`config.mk`:
```
export PLATFORM = sky130hd
export DESIGN_NAME = cgrb_front
export DESIGN_NICKNAME = d
export VERILOG_FILES = /design/src/hdl/cgrb_pkg.sv /design/src/hdl/cgrb_front.sv
export SDC_FILE = /design/constraint.sdc
export NUM_CORES = 1
export LEC_CHECK = 0
export BUFFER_PORTS_ARGS = -buffer_cell sky130_fd_sc_hd__buf_2
export CAP_MARGIN = 40
export CORE_MARGIN = 5
export CORE_UTILIZATION = 25
export DETAILED_ROUTE_END_ITERATION = 8
export GPL_ROUTABILITY_DRIVEN = 0
export SYNTH_ARGS = -nofsm -noshare
export SYNTH_HDL_FRONTEND = slang
export SYNTH_SLANG_ARGS = --single-unit
```
`constraint.sdc`:
```
create_clock -name vclk -period 12.75
set_clock_uncertainty 0.1 [all_clocks]
set_input_delay 2.55 -clock vclk [all_inputs]
set_output_delay 2.55 -clock vclk [all_outputs]
set_load 0.01 [all_outputs]
```
`src/hdl/cgrb_pkg.sv`:
```
package cgrb_pkg;

  localparam int MAX_ROWS    = 16;
  localparam int QMARK_CODE  = 63;
  localparam int STORE_SLOTS = 4096;
  localparam int Q_DEPTH     = 4;

  // input mode codes
  localparam logic [1:0] MODE_DRAW       = 2'd0;
  localparam logic [1:0] MODE_LOAD_GLYPH = 2'd1;
  localparam logic [1:0] MODE_LOAD_ADV   = 2'd2;

  // configuration register indexes
  localparam logic [2:0] CFG_DRAW_COLOR    = 3'd0;
  localparam logic [2:0] CFG_SWAP_BYTES    = 3'd1;
  localparam logic [2:0] CFG_BUFFER_WIDTH  = 3'd2;
  localparam logic [2:0] CFG_BUFFER_HEIGHT = 3'd3;
  localparam logic [2:0] CFG_CLIP_LEFT     = 3'd4;
  localparam logic [2:0] CFG_CLIP_TOP      = 3'd5;
  localparam logic [2:0] CFG_CLIP_WIDTH    = 3'd6;
  localparam logic [2:0] CFG_CLIP_HEIGHT   = 3'd7;

  typedef enum logic [1:0] {
    KIND_DRAW  = 2'd0,
    KIND_GLYPH = 2'd1,
    KIND_ADV   = 2'd2
  } item_kind_t;

  typedef enum logic [1:0] {
    ST_IDLE = 2'b01,
    ST_ROWS = 2'b10
  } back_state_t;

  typedef struct packed {
    logic [15:0]        draw_color;
    logic               swap_bytes;
    logic [12:0]        buffer_width;
    logic [12:0]        buffer_height;
    logic signed [15:0] clip_left;
    logic signed [15:0] clip_top;
    logic [12:0]        clip_width;
    logic [12:0]        clip_height;
  } cfg_t;

  typedef struct packed {
    item_kind_t         kind;
    logic [11:0]        load_index;
    logic [7:0]         load_value;
    logic [7:0]         glyph_idx;
    logic [7:0]         col_mask;
    logic signed [15:0] pos_y;
    logic [27:0]        pix_base;
  } q_item_t;

endpackage

```
`src/hdl/cgrb_front.sv`:
```
module cgrb_front #(
  parameter int FONT_FIRST = 32,
  parameter int FONT_LAST  = 126
) (
  input  logic               in_valid,
  output logic               in_ready,
  input  logic [1:0]         in_mode,
  input  logic [7:0]         in_char_code,
  input  logic signed [15:0] in_pos_x,
  input  logic signed [15:0] in_pos_y,
  input  logic [11:0]        in_load_index,
  input  logic [7:0]         in_load_value,
  input  cgrb_pkg::cfg_t     cfg,
  input  logic               q_full,
  output logic               q_push,
  output cgrb_pkg::q_item_t  q_item
);
  import cgrb_pkg::*;

  localparam bit QMARK_IN    = (QMARK_CODE >= FONT_FIRST) && (QMARK_CODE <= FONT_LAST);
  localparam int FALLBACK_GI = QMARK_IN ? (QMARK_CODE - FONT_FIRST) : 0;

  logic               is_item;
  logic               in_font;
  logic [7:0]         col_mask;
  logic signed [17:0] px_s;
  logic signed [17:0] x_s;
  logic signed [17:0] bw_s;
  logic signed [17:0] cl_s;
  logic signed [17:0] cr_s;
  logic signed [29:0] prod_s;
  logic signed [29:0] pix_s;

  assign in_ready = !q_full;
  assign q_push   = in_valid && !q_full && is_item;

  // column visibility, one lane per glyph column
  always_comb begin
    px_s = 18'(in_pos_x);
    bw_s = $signed({5'b0, cfg.buffer_width});
    cl_s = 18'(cfg.clip_left);
    cr_s = cl_s + $signed({5'b0, cfg.clip_width});
    x_s  = px_s;
    for (int c = 0; c < 8; c++) begin
      x_s = px_s + 18'(c);
      col_mask[c] = (x_s >= 0) && (x_s < bw_s) &&
                    ((cfg.clip_width == '0) || ((x_s >= cl_s) && (x_s < cr_s)));
    end
  end

  // pixel index of row 0, column 0
  always_comb begin
    prod_s = in_pos_y * $signed({1'b0, cfg.buffer_width});
    pix_s  = prod_s + 30'(in_pos_x);
  end

  assign in_font = (int'(in_char_code) >= FONT_FIRST) && (int'(in_char_code) <= FONT_LAST);

  always_comb begin
    is_item = 1'b1;
    q_item.kind = KIND_DRAW;
    case (in_mode)
      MODE_DRAW:       q_item.kind = KIND_DRAW;
      MODE_LOAD_GLYPH: q_item.kind = KIND_GLYPH;
      MODE_LOAD_ADV:   q_item.kind = KIND_ADV;
      default:         is_item = 1'b0;
    endcase
    q_item.load_index = in_load_index;
    q_item.load_value = in_load_value;
    q_item.glyph_idx  = in_font ? 8'(int'(in_char_code) - FONT_FIRST) : 8'(FALLBACK_GI);
    q_item.col_mask   = col_mask;
    q_item.pos_y      = in_pos_y;
    q_item.pix_base   = pix_s[27:0];
  end

endmodule

```
# == After elaboration in Yosys (flattened, before gate mapping) ==
# Cells that the tools add are included.
# classes
add_sub_neg,10
mul,1
n_lt_le_gt_ge,34
n_eq_ne,2
mux,3
n_reduce_logical,39
# ops
op,count
$ge A17 B1 Y1 const B,7
$ge A17 B16 Y1,7
$lt A17 B14 Y1,7
$lt A17 B17 Y1,7
$add A16 B4 Y17 const B,4
$add A16 B3 Y17 const B,2
$add A28 B16 Y28,1
$mul A16 B14 Y28,1
$logic_and A1 B1 Y1,27
$add A16 B14 Y17,1
$add A16 B2 Y17 const B,1
$lt A16 B17 Y1,1
$ge A16 B1 Y1 const B,1
$ge A16 B16 Y1,1
$lt A16 B14 Y1,1
$logic_not A13 Y1,1
$ge A8 B6 Y1 const B,1
$le A8 B7 Y1 const B,1
$logic_or A1 B1 Y1,8
$mux W8,1
$sub A8 B6 Y8 const B,1
$pmux W2 S2,1
$reduce_or A3 Y1,1
$eq A2 B1 Y1 const B,1
4 further kinds,4
# totals
register_bits,0
in_bits,165
out_inout_bits,84
elab_cells,89

# == Logic depth before layout (Yosys ltp) ==
# depth
word_depth,5
mapped_depth,22
mapped_depth_nobuf,21

# == Worst setup path after synthesis ==
# OpenSTA, ideal clock, no wires.
# synth_timing
path_kind,input to output
from,input port in_pos_x[15]
to,output port q_item[24] in the netlist's numbering
arrival_ns,8.247
slack_ns,1.853
path_stages,18
cell_sequence,clkbuf_1 > inv_1 > fa_1 > fa_1 > inv_1 > fa_1 > fa_1 > fa_1 > inv_1 > fa_1 > inv_1 > ha_1 > a21oi_1 > o21ai_0 > a221o_1 > nor2_1 > nor2b_1 > a311oi_1
# synth_lines
item,line_no,text
"start, declared",cgrb_front.sv:9,"input logic signed [15:0] in_pos_x,"
"end, declared",cgrb_front.sv:16,output cgrb_pkg::q_item_t q_item

==> results <==
- The post-cts gate resize count is 0.
- The aggregate negative setup slack is 0 ns.
- The number of remaining DRC errors is 0.
- The most frequent cell on the critical path is sky130_fd_sc_hd__fa_1.
- Entering global routing, the biggest net connects 21 pins.
- At the pin with the least slew margin, the transition time is around 0.77 ns.
- After detailed routing, the average wire length per cell comes to approximately 18 um.
- The count of hold buffers inserted by post-cts repair is 0.
- Of all cell types, the one taking the most synthesized area is sky130_fd_sc_hd__ha_1.
- Across the run, the number of max-cap violations was 0.
- The number of cells produced by synthesis is approximately 2200.
- Registers take 0 um2.
- The critical path goes through buf_2, inv_1, fa_1, fa_1, inv_1, fa_1, fa_1, fa_1, inv_1, fa_1, inv_1, ha_1, a21oi_1, nor2_1, or2_2, a21oi_1, o21bai_1, a31oi_1, xnor2_1, buf_2.
- The initial antenna violation count is 5.
- The first routing iteration left between 900 and 1000 violations.
- The upper clock frequency limit is 0.0855 GHz.
- The starting density of the core is 25.3%.
- In this run the worst path has a maximum fanout of 19.
- The number of hold violations in the final report came to 0.
- Dividing the synthesized area by the synthesized cell count gives roughly 8.3 um2.
- The detailed-placement wirelength estimate is between 40 and 50 mm.
- For this design the top-level I/O count stands at 249.
- The fill cell total of the finished layout is around 8000.
- After synthesis, the largest area contributor takes up between 20 and 30% of total cell area.
- The ratio of routed vias to standard cells is around 5.
- The number of antenna-violating nets in the routed design is 0.
- The clock buffer count in the final layout is 0.
- The die covers roughly 79000 um2.
- The portion of the clock cycle consumed by the worst path in the final layout is roughly nine tenths.
- Hold timing on the final database bottoms out at a slack of about 5.0 ns.
- In this run the most critical hold path is launched from in_load_value[5].
- The core region is about 73000 um2.
- For this run, the total global-route usage over all layers was measured as approximately 14%.
- The row count is just under 100.
- The critical path start-end classification is input port to primary output.
- The first TritonRoute pass finished after 5 iterations.
- Summed over all cells, the static leakage comes to ~10 nW.
- Setup repair after global routing left no endpoint under its margin.
- The die width is about 280 um.
- The worst setup path is launched from an input port.
- At the worst endpoint, the required time is a little over 10 ns.
- The total nets after synthesis is ~3000.
- The buffer count from post-CTS setup fixing is 0.
- Summing the sequential cell areas from Yosys gives 0% of the chip area.
- The sequential cell count is 0.
- Power spread over the standard cell area amounts to between 200 and 250 nW/um2.
- The aggregate routed wire length is ~58 mm.
- The wire length of the first global-routing pass is 91.8 mm.
- The worst hold path endpoint is q_item[65].
- The minimum clock period after layout is about 12 ns.
- The worst hold path passes through 0 cells.
- The share of final-layout standard cells stronger than drive strength 1 is 8.16%.
- Summing every instance area after synthesis gives ~18000 um2.
- The worst min-delay path class is input port to primary output.
- Yosys printed 0 warnings.
- The endpoint kind of the worst setup timing path is a primary output.
- The number of library cell types mapped by synthesis is 71.
- The max-slew violation count is 0.
- For the worst setup path, the data arrival time is 9.05 ns.
- The vertical die dimension is between 200 and 300 um.
- The quantity of I/O buffers inserted on ports is 150.
- For this run, the post-layout net count is roughly 3100.
- The slowest stage of the critical path belongs to the cell sky130_fd_sc_hd__fa_1.
- The run finished with clean final reports.
- Setup violations remaining at the end of the flow were counted as 0.
- The worst-case IR drop observed on VDD is 992 uV.
- Ranked by total cell area, the synthesized netlist is headed by sky130_fd_sc_hd__ha_1, sky130_fd_sc_hd__fa_1, sky130_fd_sc_hd__inv_1, sky130_fd_sc_hd__xnor2_1, sky130_fd_sc_hd__and2_1.
- The leftover overflow at the end of global routing is 0.
- From synthesis to final layout, the design area changed by 8.79%.
- For this block, the via count after detailed routing is roughly 16000.
- The number of global-route vias before repair is about 17000.
- The delay of the slowest cell on the worst path is ~0.8 ns.
- In this run the tightest slew margin relative to its limit is between 40% and 50%.
-- worst max-delay path by stage --
stage	start	endpoint	slack, ns	cells after the start
6_report	in_pos_x[15]	q_item[27]	1.05	20
3_5_place_dp	in_pos_x[15]	q_item[26]	0.99	19
4_1_cts	in_pos_x[15]	q_item[27]	0.96	20
5_1_grt	in_pos_x[15]	q_item[27]	0.60	20
2_1_floorplan	in_pos_x[15]	q_item[24]	1.85	18
3_3_place_gp	in_pos_x[15]	q_item[27]	1.04	20
-- power by group --
group	internal, W	total, W	switching, W
Combinational	0.00208	0.00483	0.00275
Clock	0.0000000000210	0.0000000000210	0
Sequential	0	0	0
-- Yosys cell counts, types with 4 or more instances --
cell type / number
sky130_fd_sc_hd__nand2_1: 171
sky130_fd_sc_hd__nand3_1: 40
sky130_fd_sc_hd__buf_4: 39
sky130_fd_sc_hd__nand3b_1: 4
sky130_fd_sc_hd__clkbuf_1: 43
sky130_fd_sc_hd__o21bai_1: 7
sky130_fd_sc_hd__or3_1: 4
sky130_fd_sc_hd__a21o_1: 52
sky130_fd_sc_hd__a21boi_0: 7
sky130_fd_sc_hd__a41oi_1: 5
sky130_fd_sc_hd__nor3_1: 23
sky130_fd_sc_hd__buf_1: 6
sky130_fd_sc_hd__nand2b_1: 17
sky130_fd_sc_hd__a31oi_1: 14
sky130_fd_sc_hd__a211oi_1: 17
sky130_fd_sc_hd__a221oi_1: 4
sky130_fd_sc_hd__or4_1: 5
sky130_fd_sc_hd__xnor2_1: 95
sky130_fd_sc_hd__o2111ai_1: 6
sky130_fd_sc_hd__o211ai_1: 9
sky130_fd_sc_hd__a2111oi_0: 9
sky130_fd_sc_hd__nor4_1: 11
sky130_fd_sc_hd__o21a_1: 18
sky130_fd_sc_hd__ha_1: 443
sky130_fd_sc_hd__o21ai_0: 79
sky130_fd_sc_hd__xor2_1: 46
sky130_fd_sc_hd__fa_1: 209
sky130_fd_sc_hd__and3_1: 13
sky130_fd_sc_hd__inv_1: 321
sky130_fd_sc_hd__nor2b_1: 36
sky130_fd_sc_hd__a21oi_1: 128
sky130_fd_sc_hd__nor3b_1: 4
sky130_fd_sc_hd__and4_1: 9
sky130_fd_sc_hd__and2_1: 131
sky130_fd_sc_hd__nand4_1: 40
sky130_fd_sc_hd__o31ai_1: 9
sky130_fd_sc_hd__nor2_1: 102
sky130_fd_sc_hd__or2_2: 9
sky130_fd_sc_hd__o22ai_1: 5
-- metrics by stage --
stage | util [%] | instances | cell area (um2) | power, W | worst slack, ns
floorplan | - | 2237 | 18500 | 0.00338 | 1.85
global placement | 27.5 | 3273 | 20100 | 0.00488 | 1.04
detailed placement | 27.5 | 3275 | 20100 | 0.00488 | 0.990
CTS | 27.5 | 3275 | 20100 | 0.00493 | 0.959
global route | 27.5 | 3275 | 20100 | 0.00551 | 0.596
finish | 27.5 | 3277 | 20100 | 0.00483 | 1.05
-- cell usage in the layout, fill, tap and decap left out, drive strengths merged, types with 17 or more instances in the layout --
| cell type | count |
|---|---|
| ha | 443 |
| inv | 323 |
| fa | 209 |
| nand2 | 171 |
| buf | 171 |
| and2 | 131 |
| a21oi | 128 |
| nor2 | 102 |
| xnor2 | 95 |
| o21ai | 79 |
| a21o | 52 |
| xor2 | 46 |
| nand3 | 41 |
| nand4 | 40 |
| nor2b | 36 |
| nor3 | 23 |
| o21a | 18 |
| nand2b | 17 |
| a211oi | 17 |
-- final cells by class --
type / count / area, um2 / share of cell area, %
Antenna cell: 2 / 5.00 / 0.0249
Timing Repair Buffer: 171 / 916 / 4.56
Inverter: 323 / 1210 / 6.03
Tap cell: 959 / 1200 / 5.97
Multi-Input combinational cell: 1822 / 16800 / 83.4
-- worst max-delay path, delay by kind of cell --
| kind | cells | cell delay, ns |
|---|---|---|
| AO/OA/AOI/OAI | 4 | 0.78 |
| adder cells (fa/ha/maj) | 7 | 3.90 |
| AND/OR/NAND/NOR | 2 | 0.39 |
| buffers and inverters | 6 | 1.19 |
| XOR/XNOR | 1 | 0.20 |
-- metal layers --
metal | global-route usage [%] | wire (um) | up-vias
met3 | 1.90 | 3770 | 73
met2 | 24.3 | 26700 | 461
met4 | 2.51 | 1190 | 6
met5 | 0 | 27 | -
li1 | - | - | 7730
met1 | 20.0 | 26300 | 7915
-- cells by family (layout without fill, tap and decap cells) --
kind of cell / Yosys count / after routing / synth area share (%)
fa+ha+maj: 652 / 652 / 52.6
simple gates: 629 / 629 / 17.6
compound gates: 398 / 398 / 13.7
other cells: 0 / 2 / 0
xor+xnor: 141 / 141 / 6.68
mux: 2 / 2 / 0.115
buf+inv: 415 / 494 / 9.25
No activity file was read; power rests on OpenSTA's default activity.
