==> src/hdl/cgrb_pkg.sv <==
package cgrb_pkg;

  localparam int MAX_ROWS    = 16;
  localparam int QMARK_CODE  = 63;
  localparam int STORE_SLOTS = 4096;
  localparam int Q_DEPTH     = 4;

  // input mode codes
  localparam logic [1:0] MODE_DRAW       = 2'd0;
  localparam logic [1:0] MODE_LOAD_GLYPH = 2'd1;
  localparam logic [1:0] MODE_LOAD_ADV   = 2'd2;

  // configuration register indexes
  localparam logic [2:0] CFG_DRAW_COLOR    = 3'd0;
  localparam logic [2:0] CFG_SWAP_BYTES    = 3'd1;
  localparam logic [2:0] CFG_BUFFER_WIDTH  = 3'd2;
  localparam logic [2:0] CFG_BUFFER_HEIGHT = 3'd3;
  localparam logic [2:0] CFG_CLIP_LEFT     = 3'd4;
  localparam logic [2:0] CFG_CLIP_TOP      = 3'd5;
  localparam logic [2:0] CFG_CLIP_WIDTH    = 3'd6;
  localparam logic [2:0] CFG_CLIP_HEIGHT   = 3'd7;

  typedef enum logic [1:0] {
    KIND_DRAW  = 2'd0,
    KIND_GLYPH = 2'd1,
    KIND_ADV   = 2'd2
  } item_kind_t;

  typedef enum logic [1:0] {
    ST_IDLE = 2'b01,
    ST_ROWS = 2'b10
  } back_state_t;

  typedef struct packed {
    logic [15:0]        draw_color;
    logic               swap_bytes;
    logic [12:0]        buffer_width;
    logic [12:0]        buffer_height;
    logic signed [15:0] clip_left;
    logic signed [15:0] clip_top;
    logic [12:0]        clip_width;
    logic [12:0]        clip_height;
  } cfg_t;

  typedef struct packed {
    item_kind_t         kind;
    logic [11:0]        load_index;
    logic [7:0]         load_value;
    logic [7:0]         glyph_idx;
    logic [7:0]         col_mask;
    logic signed [15:0] pos_y;
    logic [27:0]        pix_base;
  } q_item_t;

endpackage

==> src/hdl/cgrb_fifo.sv <==
module cgrb_fifo (
  input  logic              clk,
  input  logic              rst_n,
  input  logic              push,
  input  cgrb_pkg::q_item_t wr_item,
  output logic              full,
  input  logic              pop,
  output logic              valid,
  output cgrb_pkg::q_item_t rd_item
);
  import cgrb_pkg::*;

  localparam int PTR_W = $clog2(Q_DEPTH);

  q_item_t           slot_r [Q_DEPTH];
  logic [PTR_W-1:0]  wr_ptr_r, wr_ptr_nxt;
  logic [PTR_W-1:0]  rd_ptr_r, rd_ptr_nxt;
  logic [PTR_W:0]    count_r, count_nxt;

  assign full    = (count_r == (PTR_W + 1)'(Q_DEPTH));
  assign valid   = (count_r != '0);
  assign rd_item = slot_r[rd_ptr_r];

  always_comb begin
    wr_ptr_nxt = push ? wr_ptr_r + 1'b1 : wr_ptr_r;
    rd_ptr_nxt = pop ? rd_ptr_r + 1'b1 : rd_ptr_r;
    count_nxt  = count_r + (PTR_W + 1)'(push) - (PTR_W + 1)'(pop);
  end

  always_ff @(posedge clk) begin
    if (!rst_n) begin
      wr_ptr_r <= '0;
      rd_ptr_r <= '0;
      count_r  <= '0;
    end else begin
      wr_ptr_r <= wr_ptr_nxt;
      rd_ptr_r <= rd_ptr_nxt;
      count_r  <= count_nxt;
    end
  end

  always_ff @(posedge clk) begin
    if (push) begin
      slot_r[wr_ptr_r] <= wr_item;
    end
  end

endmodule

==> config.mk <==
export PLATFORM = sky130hd
export DESIGN_NAME = cgrb_fifo
export DESIGN_NICKNAME = d
export VERILOG_FILES = /design/src/hdl/cgrb_pkg.sv /design/src/hdl/cgrb_fifo.sv
export SDC_FILE = /design/constraint.sdc
export NUM_CORES = 1
export LEC_CHECK = 0
export BUFFER_PORTS_ARGS = -buffer_cell sky130_fd_sc_hd__buf_2
export CORE_MARGIN = 2
export CORE_UTILIZATION = 30
export CTS_CLUSTER_SIZE = 24
export DETAILED_ROUTE_END_ITERATION = 10
export MAX_ROUTING_LAYER = met4
export PLACE_DENSITY = 0.44
export SETUP_SLACK_MARGIN = 0.4
export SKIP_LAST_GASP = 1
export SYNTH_ARGS = -nofsm -noshare
export SYNTH_HDL_FRONTEND = slang
export SYNTH_SLANG_ARGS = --single-unit
==> constraint.sdc <==
create_clock -name clk -period 3.9 [get_ports clk]
set_input_delay 0.195 -clock clk [delete_from_list [all_inputs] [get_ports clk]]
set_output_delay 0.195 -clock clk [all_outputs]
set_load 0.01 [all_outputs]
; ---- Yosys cells after proc, flatten, opt, wreduce, memory -nomap -nowiden
; Memories as Yosys holds them, arrays and structs flattened. A register that Yosys moved wholly into a read port is not among the register bits.
; Index checks and enable logic that the tools add are counted.
[classes]
reduce_logical = 1
n_bitwise = 0
mul = 0
eq_ne = 1
n_mux = 4
n_div = 0
addsub = 4
order_cmp = 0
shifts = 0
[ops]
columns = cell, n
row1 = $add A2 B1 Y2 const B, 2
row2 = $mux W2, 2
row3 = $add A3 B1 Y3, 1
row4 = $eq A3 B3 Y1 const B, 1
row5 = $reduce_bool A3 Y1, 1
row6 = $sub A3 B1 Y3, 1
row7 = $mux W1, 2
[word_totals]
input_bits = 86
output_inout_bits = 84
ram_bits = 328
ff_bits = 7
mem_count = 1
romBits = 0
elab_cells = 14
latch_bits = 0
[mem_list]
columns = name, depth, word_bits, read_ports, rd_clocked_by_memory_dff, write_ports, line_no
row1 = slot_r, 4, 82, 1, 1, 1, cgrb_fifo.sv:15  ; q_item_t slot_r [Q_DEPTH];

; ---- Depth between registers and ports, before layout
; Gate-level depths: netlist of run 1.
[depth]
ltp_word = 3
ltp_mapped = 7
depth_no_buf = 7

; ---- Worst setup path before layout of run 1
; OpenSTA, ideal clock, no wires.
[synth_path]
kind = reg-to-reg
from = reg wr_ptr_r[0]
to = mem slot_r[0][0] (netlist bit), enable pin
path_stages_with_launch = 4
synth_period_minus_slack_ns = 2.900
setup_ns = 0.449
arrival_ns = 2.451
path_slack_ns = 1.000
t_required_ns = 3.451
path_buffers = 0
path_cell_list = dfxtp_1 inv_1 ha_1 and2_1
[synth_lines]
columns = item, line_no
row1 = start: declaration, cgrb_fifo.sv:16  ; logic [PTR_W-1:0] wr_ptr_r, wr_ptr_nxt;
row2 = start signal: assignment, cgrb_fifo.sv:36  ; wr_ptr_r <= wr_ptr_nxt;
row3 = end: declaration, cgrb_fifo.sv:15
; No word-level cell before the write port.

==> results.cfg, run 1 <==
[cells_and_area]
design_area_sq_mm = 0.0158
fin_nets = 845
fin_util_pct = 38.8
drive_above_1_share_pct = 40.6
final_cells = 1310
final_common_cell = edfxtp_1
final_cell_mix = 328 x edfxtp_1, 169 x buf_2, 83 x dlygate4sd3_1, 81 x mux4_2, 37 x clkbuf_16
area_growth_pct = 27.8
fillCellCount = 3737

[timing]
grt_setup_unrepaired = no
finalHoldViolCount = 0
min_period_ns = 2.57
worstMarginPinSlew_ns = 0.912
setup_slack_ns = 1.33
relSlewSlack_pct = 39.2
setup_tns_ns = 0
fmax_ghz = 0.389
hold_slack_ns = 0.0386
finalSetupViolations = 0
finClkSkew_ns = 0.0198
post-route-period-util_pct = 66.0
maxSlewViolCount = 0

[pwr]
totalPowerFinal_mw = 8.37
power_density_mw_per_mm2 = 530
max-vdd-ir-drop_mv = 0.298
p_leak_nw = 5.33

[place]
place_ws_ns = 1.77
dp.cells = 1162
portBuffers = 169
placed_cell_area_sq_mm = 0.0138
gp_congestion = 0.695
dp_hpwl_mm = 14.5

[detailed_routing]
wl_per_cell_microns = 19.3
drc = 0
vias = 5781
firstDrtPassIters = 4
drt_wl_total_mm = 25.3
postRouteAntennaNets = 0
drtIter0Drc = 231
vias_per_cell = 4.41

[critical_path]
critPathArrivalTime_ns = 2.38
cp.required_ns = 3.70
end_kind = primary output
path_class = flip-flop to primary output
path_max_fanout = 54
start_kind = flip-flop

[logic_synthesis]
synth-seq-cells = 337
yosysWarnings = 0
synth_area_sq_mm = 0.0124
syn-instance-count = 471
ys_seq_area_share_pct = 81.2
avgSynthCellArea_sq_um = 26.2
synth.net_count = 564
yosysUniqueCellTypes = 21

[grt]
overflow = 0
track_usage_pct = 12.1
grt_max_degree = 55
grt_pass1_vias = 6297
grt_pass1_wl_mm = 37.3
grt_antenna_before_repair = 2

[clocking]
cts_tree = done
clkTransAtPathRegs_ns = 0.06
clock_latency_ns = 0.51
post_cts_resized = 0
cts-root-buf = clkbuf_16
clockBufferDepth = 3
htree_levels = 2
numCtsBuffers = 37
numClockSinks = 337

[floorplanning]
start_util_pct = 30.3
io_pins = 170
die-height_microns = 207
die_x_microns = 207
core_sq_mm = 0.0407
fp-row-count = 74
die_area_sq_mm = 0.0428

[outcome]
status = complete, no violations

[run]
max_cap_violations = 0

[hold_path]
hold_path.class = input pin to flip-flop
==> cells in the mapped netlist <==
| cell type | n | area, sq um |
|---|---|---|
| edfxtp_1 | 328 | 9850 |
| mux4_2 | 81 | 1820 |
| dfxtp_1 | 9 | 180 |
| buf_12 | 8 | 160 |
| buf_2 | 8 | 40.0 |
| inv_1 | 7 | 26.3 |
| and2_1 | 6 | 37.5 |
| ha_1 | 6 | 75.1 |
| nor2_1 | 5 | 18.8 |
| xnor2_1 | 2 | 17.5 |
| a21bo_2 | 1 | 10.0 |
| a21oi_1 | 1 | 5.00 |
| and3_1 | 1 | 6.26 |
| buf_6 | 1 | 11.3 |
| clkbuf_1 | 1 | 3.75 |
| fa_1 | 1 | 20.0 |
| mux2i_1 | 1 | 10.0 |
| mux4_1 | 1 | 26.3 |
| nand3b_1 | 1 | 7.51 |
| or3_1 | 1 | 6.26 |
| xor3_1 | 1 | 23.8 |
==> what timing repair did <==
action,4_1_cts,5_1_grt
hold buffers,83,0
endpoints found under the hold margin,330,0
setup buffers,0,0
==> worst paths after layout <==
check	start	endpoint	slack, ns	cells past startpoint
hold reg to reg	rd_ptr_r[1]	flip-flop	0.54	2
setup / recovery	flip-flop	rd_item[37]	1.33	3
setup reg to reg	wr_ptr_r[0]	slot_r[1][0]	1.92	3
hold / removal	pop	flip-flop	0.04	3
==> flip-flops by register name (all words and copies together), names as in the netlist, named ones only <==
signal and count:
wr_ptr_r 2, rd_ptr_r 2, slot_r 328, count_r 3
==> critical path: stages (launching register included) <==
cell and delay (ns):
dfxtp_4 0.94, buf_4 0.41, mux4_2 0.35, buf_2 0.16
==> power by group <==
group / leakage (nW) / internal [mW] / switching [mW] / total (mW)
logic: 1.67 / 0.409 / 0.418 / 0.827
clock network: 0.571 / 2.03 / 1.29 / 3.32
registers: 3.09 / 4.16 / 0.0592 / 4.22
==> cell type report <==
type / count / area [sq um] / share of cell area, %
Timing Repair Buffer: 260 / 1800 / 11.4
Antenna cell: 2 / 5.00 / 0.0317
Sequential cell: 337 / 10000 / 63.6
Tap cell: 532 / 666 / 4.21
Multi-Input combinational cell: 109 / 2100 / 13.3
Inverter: 7 / 26.3 / 0.166
Clock buffer: 52 / 1030 / 6.54
Clock inverter: 11 / 130 / 0.824
==> kinds of logic (layout without fill, tap and decap cells) <==
kind of cell | count (synthesis) | after routing | share of synthesized area, %
other | 0 | 2 | 0
buffers and inverters | 25 | 330 | 1.95
AO/OA/AOI/OAI | 2 | 2 | 0.121
XOR/XNOR | 3 | 3 | 0.334
adder cells (fa/ha/maj) | 7 | 7 | 0.769
AND/OR/NAND/NOR | 14 | 14 | 0.618
multiplexers | 83 | 83 | 15.1
flip-flops | 337 | 337 | 81.2
==> routing by layer <==
layer / GRT usage (%) / vias to the layer above / wire length, microns
met4: 3.60 / 0 / 524
li1: - / 2581 / -
met5: - / - / 0
met1: 15.8 / 3037 / 11400
met2: 18.8 / 125 / 12000
met3: 3.06 / 38 / 1430
(Power assumes the default switching activity.)
==> run 2: changes to the inputs <==
--- a/config.mk
+++ b/config.mk
@@ -11,7 +11,7 @@
 export CTS_CLUSTER_SIZE = 24
 export DETAILED_ROUTE_END_ITERATION = 10
 export MAX_ROUTING_LAYER = met4
-export PLACE_DENSITY = 0.44
+export PLACE_DENSITY = 0.46
 export SETUP_SLACK_MARGIN = 0.4
 export SKIP_LAST_GASP = 1
 export SYNTH_ARGS = -nofsm -noshare
==> constraint.sdc (replaced) <==
create_clock -name clk -period 2.32 [get_ports clk]
set_input_delay 0.116 -clock clk [delete_from_list [all_inputs] [get_ports clk]]
set_output_delay 0.116 -clock clk [all_outputs]
set_load 0.01 [all_outputs]
==> run 2 against run 1 <==
  * Clock skew up 0.0090 ns
  * Routed wire length up 3.7%
  * Non-clock buffer count grew 24
  * Total power grew 73%
  * Clock-buffer cell count down 7
  * Sequential share of layout area shrank 2.6 points
  * Global-route usage is 0.80 points higher
  * Via count is 1.8% higher
  * Largest cell class unchanged
==> results.cfg, run 2 (synthesis results as in run 1) <==
[pwr]
power_density_mw_per_mm2 = 878
p_leak_nw = 5.62
max-vdd-ir-drop_mv = 0.549

[grt]
grt_pass1_vias = 6598
track_usage_pct = 12.9
overflow = 0
grt_max_degree = 46
grt_antenna_before_repair = 1
grt_pass1_wl_mm = 38.9

[critical_path]
critPathArrivalTime_ns = 1.93
reg2reg_slack_ns = 0.66
cp.required_ns = 2.20
start_kind = flip-flop
regToRegStartpoint = count_r[0]
path_class = flip-flop to primary output
rr_worst_depth = 7
path_max_fanout = 5
end_kind = primary output
reg2reg_to = count_r[2]

[detailed_routing]
firstDrtPassIters = 4
vias = 5885
drc = 0
wl_per_cell_microns = 19.7
drtIter0Drc = 296
vias_per_cell = 4.41
drt_wl_total_mm = 26.3
postRouteAntennaNets = 0

[clocking]
numClockSinks = 337
clock_latency_ns = 0.54
clkTransAtPathRegs_ns = 0.06
cts-root-buf = clkbuf_16
htree_levels = 2
cts_tree = done
clockBufferDepth = 3
numCtsBuffers = 38

[cells_and_area]
reg_top3 = slot_r x328, count_r x3
fin_nets = 870
largest_register_ffs = 328
final_cells = 1334
regMostFlops = slot_r
area_growth_pct = 33.3
design_area_sq_mm = 0.0165
fin_util_pct = 40.4
final_common_cell = edfxtp_1
final_cell_mix = 328 x edfxtp_1, 131 x buf_2, 85 x dlygate4sd3_1, 82 x mux4_2, 40 x buf_6
drive_above_1_share_pct = 42.6

[hold_path]
hp-start = wr_item[78]
hold_path.class = input pin to flip-flop
whs_endpoint = slot_r[3][78]
hold_depth = 2

[place]
placed_cell_area_sq_mm = 0.0139
dp.cells = 1170
portBuffers = 169
gp_congestion = 0.686
dp_hpwl_mm = 14.9

[timing]
maxSlewViolCount = 0
post-route-period-util_pct = 88.2
worstMarginPinSlew_ns = 0.610
finClkSkew_ns = 0.0288
setup_tns_ns = 0
finalSetupViolations = 0
fmax_ghz = 0.489
grt_setup_unrepaired = yes
finalHoldViolCount = 0
min_period_ns = 2.05
relSlewSlack_pct = 59.3

[run]
max_cap_violations = 0

[floorplanning]
die-height_microns = 207
core_sq_mm = 0.0407
die_x_microns = 207
fp-row-count = 74
die_area_sq_mm = 0.0428
io_pins = 170
start_util_pct = 30.3

[outcome]
status = complete, no violations
-- run 2: changes by cell type in the layout (fill, tap and decap cells not counted), sizes merged --
cell         delta
inv             +2
clkinvlp        +1
buf            +22
clkbuf          -7
dlygate4sd3     +2
diode           -1
clkinv          +5
-- run 2: how the worst max path moves through the flow --
stage | start | to | slack, ns | cells after the start
finish | flip-flop | rd_item[41] | 0.27 | 5
global route | flip-flop | rd_item[41] | 0.21 | 5
CTS | flip-flop | rd_item[41] | 0.23 | 5
detailed placement | flip-flop | rd_item[27] | 0.63 | 3
global placement | flip-flop | rd_item[27] | 0.65 | 3
floorplan | wr_ptr_r[0] | slot_r[2][0] | 0.74 | 3
-- run 2: worst max-delay path: stages, from the launching register on --
cell	delay, ns
dfxtp_4	0.37
buf_12	0.16
buf_8	0.13
buf_4	0.11
mux4_2	0.50
buf_6	0.14
-- run 2: power by group --
part | internal, mW | switching (mW) | total [mW]
clock network | 3.40 | 2.27 | 5.67
registers | 7.00 | 0.0747 | 7.07
logic | 0.927 | 0.793 | 1.72
-- run 2: metrics by stage --
step	hold WS [ns]	worst slack, ns	power [mW]
2_1_floorplan	0.215	0.740	8.00
3_3_place_gp	0.325	0.652	8.53
3_5_place_dp	0.333	0.632	8.58
4_1_cts	0.284	0.226	14.7
5_1_grt	0.312	0.206	15.1
6_report	0.323	0.275	14.5
-- run 2: routing by layer --
layer / share of wire [%] / wire length [microns] / GRT usage [%] / vias up
met5: 0 / 0 / - / -
met4: 2.3 / 607 / 5.04 / 0
met3: 5.0 / 1320 / 3.03 / 40
met2: 50 / 13200 / 21.0 / 135
met1: 43 / 11200 / 15.7 / 3075
li1: - / - / - / 2635
-- run 2: final cells by class --
class                           count  area, sq um
Fill cell                        3630        24300
Sequential cell                   337        10000
Timing Repair Buffer              284         2470
Multi-Input combinational cell    109         2090
Clock buffer                       45          998
Tap cell                          532          666
Clock inverter                     19          178
Inverter                            7         26.3
Antenna cell                        1         2.50
-- run 2: what timing repair did --
item / CTS / global route
hold buffers: 85 / 0
cloned: 4 / 0
pin swaps: 0 / 0
setup buffers: 10 / 0
gates resized for setup: 63 / 4
hold endpoints to repair: 337 / 0
endpoints found under the setup margin: 79 / 82
==> run 3: changes to the inputs <==
--- a/config.mk
+++ b/config.mk
@@ -11,7 +11,7 @@
 export CTS_CLUSTER_SIZE = 24
 export DETAILED_ROUTE_END_ITERATION = 10
 export MAX_ROUTING_LAYER = met4
-export PLACE_DENSITY = 0.46
+export PLACE_DENSITY = 0.52
 export SETUP_SLACK_MARGIN = 0.4
 export SKIP_LAST_GASP = 1
 export SYNTH_ARGS = -nofsm -noshare
==> run 3 against run 2 <==
  * Register-to-register slack lost 0.04 ns
  * Sequential share of layout area down 0.98 points
  * Fmax shrank 1.8%
  * Clock-buffer cell count shrank 1
  * Sequential power is essentially flat
  * Via count up 1.6%
  * Critical path depth down 1
  * Final area is 1.6% higher
  * Routed wire length increased by 2.9%
==> results.cfg, run 3 (synthesis results as in run 1) <==
[timing]
post-route-period-util_pct = 89.8
relSlewSlack_pct = 62.0
setup_slack_ns = 0.237
setup_tns_ns = 0
finClkSkew_ns = 0.0135
finalSetupViolations = 0
maxSlewViolCount = 0
worstMarginPinSlew_ns = 0.570
min_period_ns = 2.08
fmax_ghz = 0.480
grt_setup_unrepaired = yes
finalHoldViolCount = 0

[floorplanning]
start_util_pct = 30.3
die-height_microns = 207
io_pins = 170
die_x_microns = 207
fp-row-count = 74
die_area_sq_mm = 0.0428
core_sq_mm = 0.0407

[critical_path]
cp.depth = 4
critPathArrivalTime_ns = 1.97
crit_slowest_cell = mux4_2
reg2reg_to = slot_r[2][64]
start_kind = flip-flop
cp.required_ns = 2.20
worstSetupEndpoint = rd_item[64]
end_kind = primary output
path_delay_family = buffers and inverters
cp_num_buf_inv = 3
rr_worst_depth = 4
path_cells = buf_12 -> clkbuf_16 -> mux4_2 -> buf_2
regToRegStartpoint = wr_ptr_r[0]
path_class = flip-flop to primary output
slowest_delay_ns = 0.49
reg2reg_slack_ns = 0.62
path_max_fanout = 5

[grt]
grt_max_degree = 83
grt_antenna_before_repair = 1
track_usage_pct = 13.1
overflow = 0
grt_pass1_wl_mm = 39.4
grt_pass1_vias = 6581

[clocking]
htree_levels = 2
numClockSinks = 337
clkTransAtPathRegs_ns = 0.06
clockBufferDepth = 3
numCtsBuffers = 37
cts_tree = done
clock_latency_ns = 0.53
cts-root-buf = clkbuf_16

[cells_and_area]
regMostFlops = slot_r
largest_register_ffs = 328
final_cells = 1337
area_growth_pct = 35.5
final_common_cell = edfxtp_1
reg_top3 = slot_r x328, count_r x3
drive_above_1_share_pct = 42.8
fin_nets = 869
final_cell_mix = 328 x edfxtp_1, 121 x buf_2, 85 x dlygate4sd3_1, 82 x mux4_2, 51 x buf_6

[pwr]
max-vdd-ir-drop_mv = 0.475
p_leak_nw = 5.73
power_density_mw_per_mm2 = 897

[detailed_routing]
met2_length_mm = 13.4
postRouteAntennaNets = 0
route.met3.wl_mm = 1.22
drc = 0
wl_per_cell_microns = 20.2
drt-met1-wl_mm = 11.9
vias_per_cell = 4.47
vias = 5980
drtIter0Drc = 306
top_layer_used = met4
drt_wl_total_mm = 27.1
firstDrtPassIters = 4

[place]
gp_congestion = 0.717
portBuffers = 169
dp_hpwl_mm = 14.6
dp.cells = 1165
place_ws_ns = 0.574

[outcome]
status = complete, no violations

[hold_path]
hold_path.class = input pin to flip-flop

[run]
max_cap_violations = 0
==> run 3: what timing repair did <==
action | CTS | global route
gates cloned | 9 | 2
setup endpoints to repair | 80 | 82
gates resized for setup | 31 | 40
endpoints found under the hold margin | 337 | 0
setup buffers | 8 | 0
hold buffers | 85 | 0
==> run 3: cell type report <==
cell class	count	area [sq um]
Clock buffer	44	995
Inverter	7	26.3
Tap cell	532	666
Multi-Input combinational cell	109	2090
Sequential cell	337	10000
Fill cell	3586	24000
Clock inverter	23	303
Antenna cell	1	2.50
Timing Repair Buffer	284	2620
==> run 3: worst min path at each step <==
stage	cells past startpoint	slack, ns	end	start
global placement	1	0.33	slot_r[0][35]	wr_item[35]
detailed placement	1	0.33	slot_r[3][60]	wr_item[60]
global route	2	0.32	slot_r[3][3]	wr_item[3]
floorplan	0	0.21	slot_r[0][0]	wr_item[0]
finish	2	0.33	slot_r[1][60]	wr_item[60]
CTS	2	0.29	slot_r[0][60]	wr_item[60]
==> run 3: per-layer routing <==
| layer | track usage [%] | vias up |
|---|---|---|
| met1 | 16.5 | 3144 |
| met2 | 21.0 | 150 |
| met3 | 2.67 | 40 |
| met4 | 4.64 | 0 |
| li1 | - | 2646 |
| met5 | - | - |
==> run 3: power breakdown <==
| part | internal [mW] | switching, mW | leakage [nW] |
|---|---|---|---|
| combinational | 0.983 | 0.826 | 2.00 |
| sequential | 7.00 | 0.0830 | 3.09 |
| clock | 3.86 | 2.28 | 0.633 |
==> run 3: through the flow <==
| stage | total power [mW] | cell area, sq um | util [%] | hold slack, ns |
|---|---|---|---|---|
| floorplan | 8.00 | 12400 | - | 0.215 |
| global route | 15.6 | 16700 | 41.1 | 0.325 |
| detailed placement | 8.56 | 13800 | 34.0 | 0.333 |
| CTS | 15.1 | 16500 | 40.5 | 0.290 |
| finish | 15.0 | 16700 | 41.1 | 0.330 |
| global placement | 8.51 | 13800 | 34.0 | 0.327 |
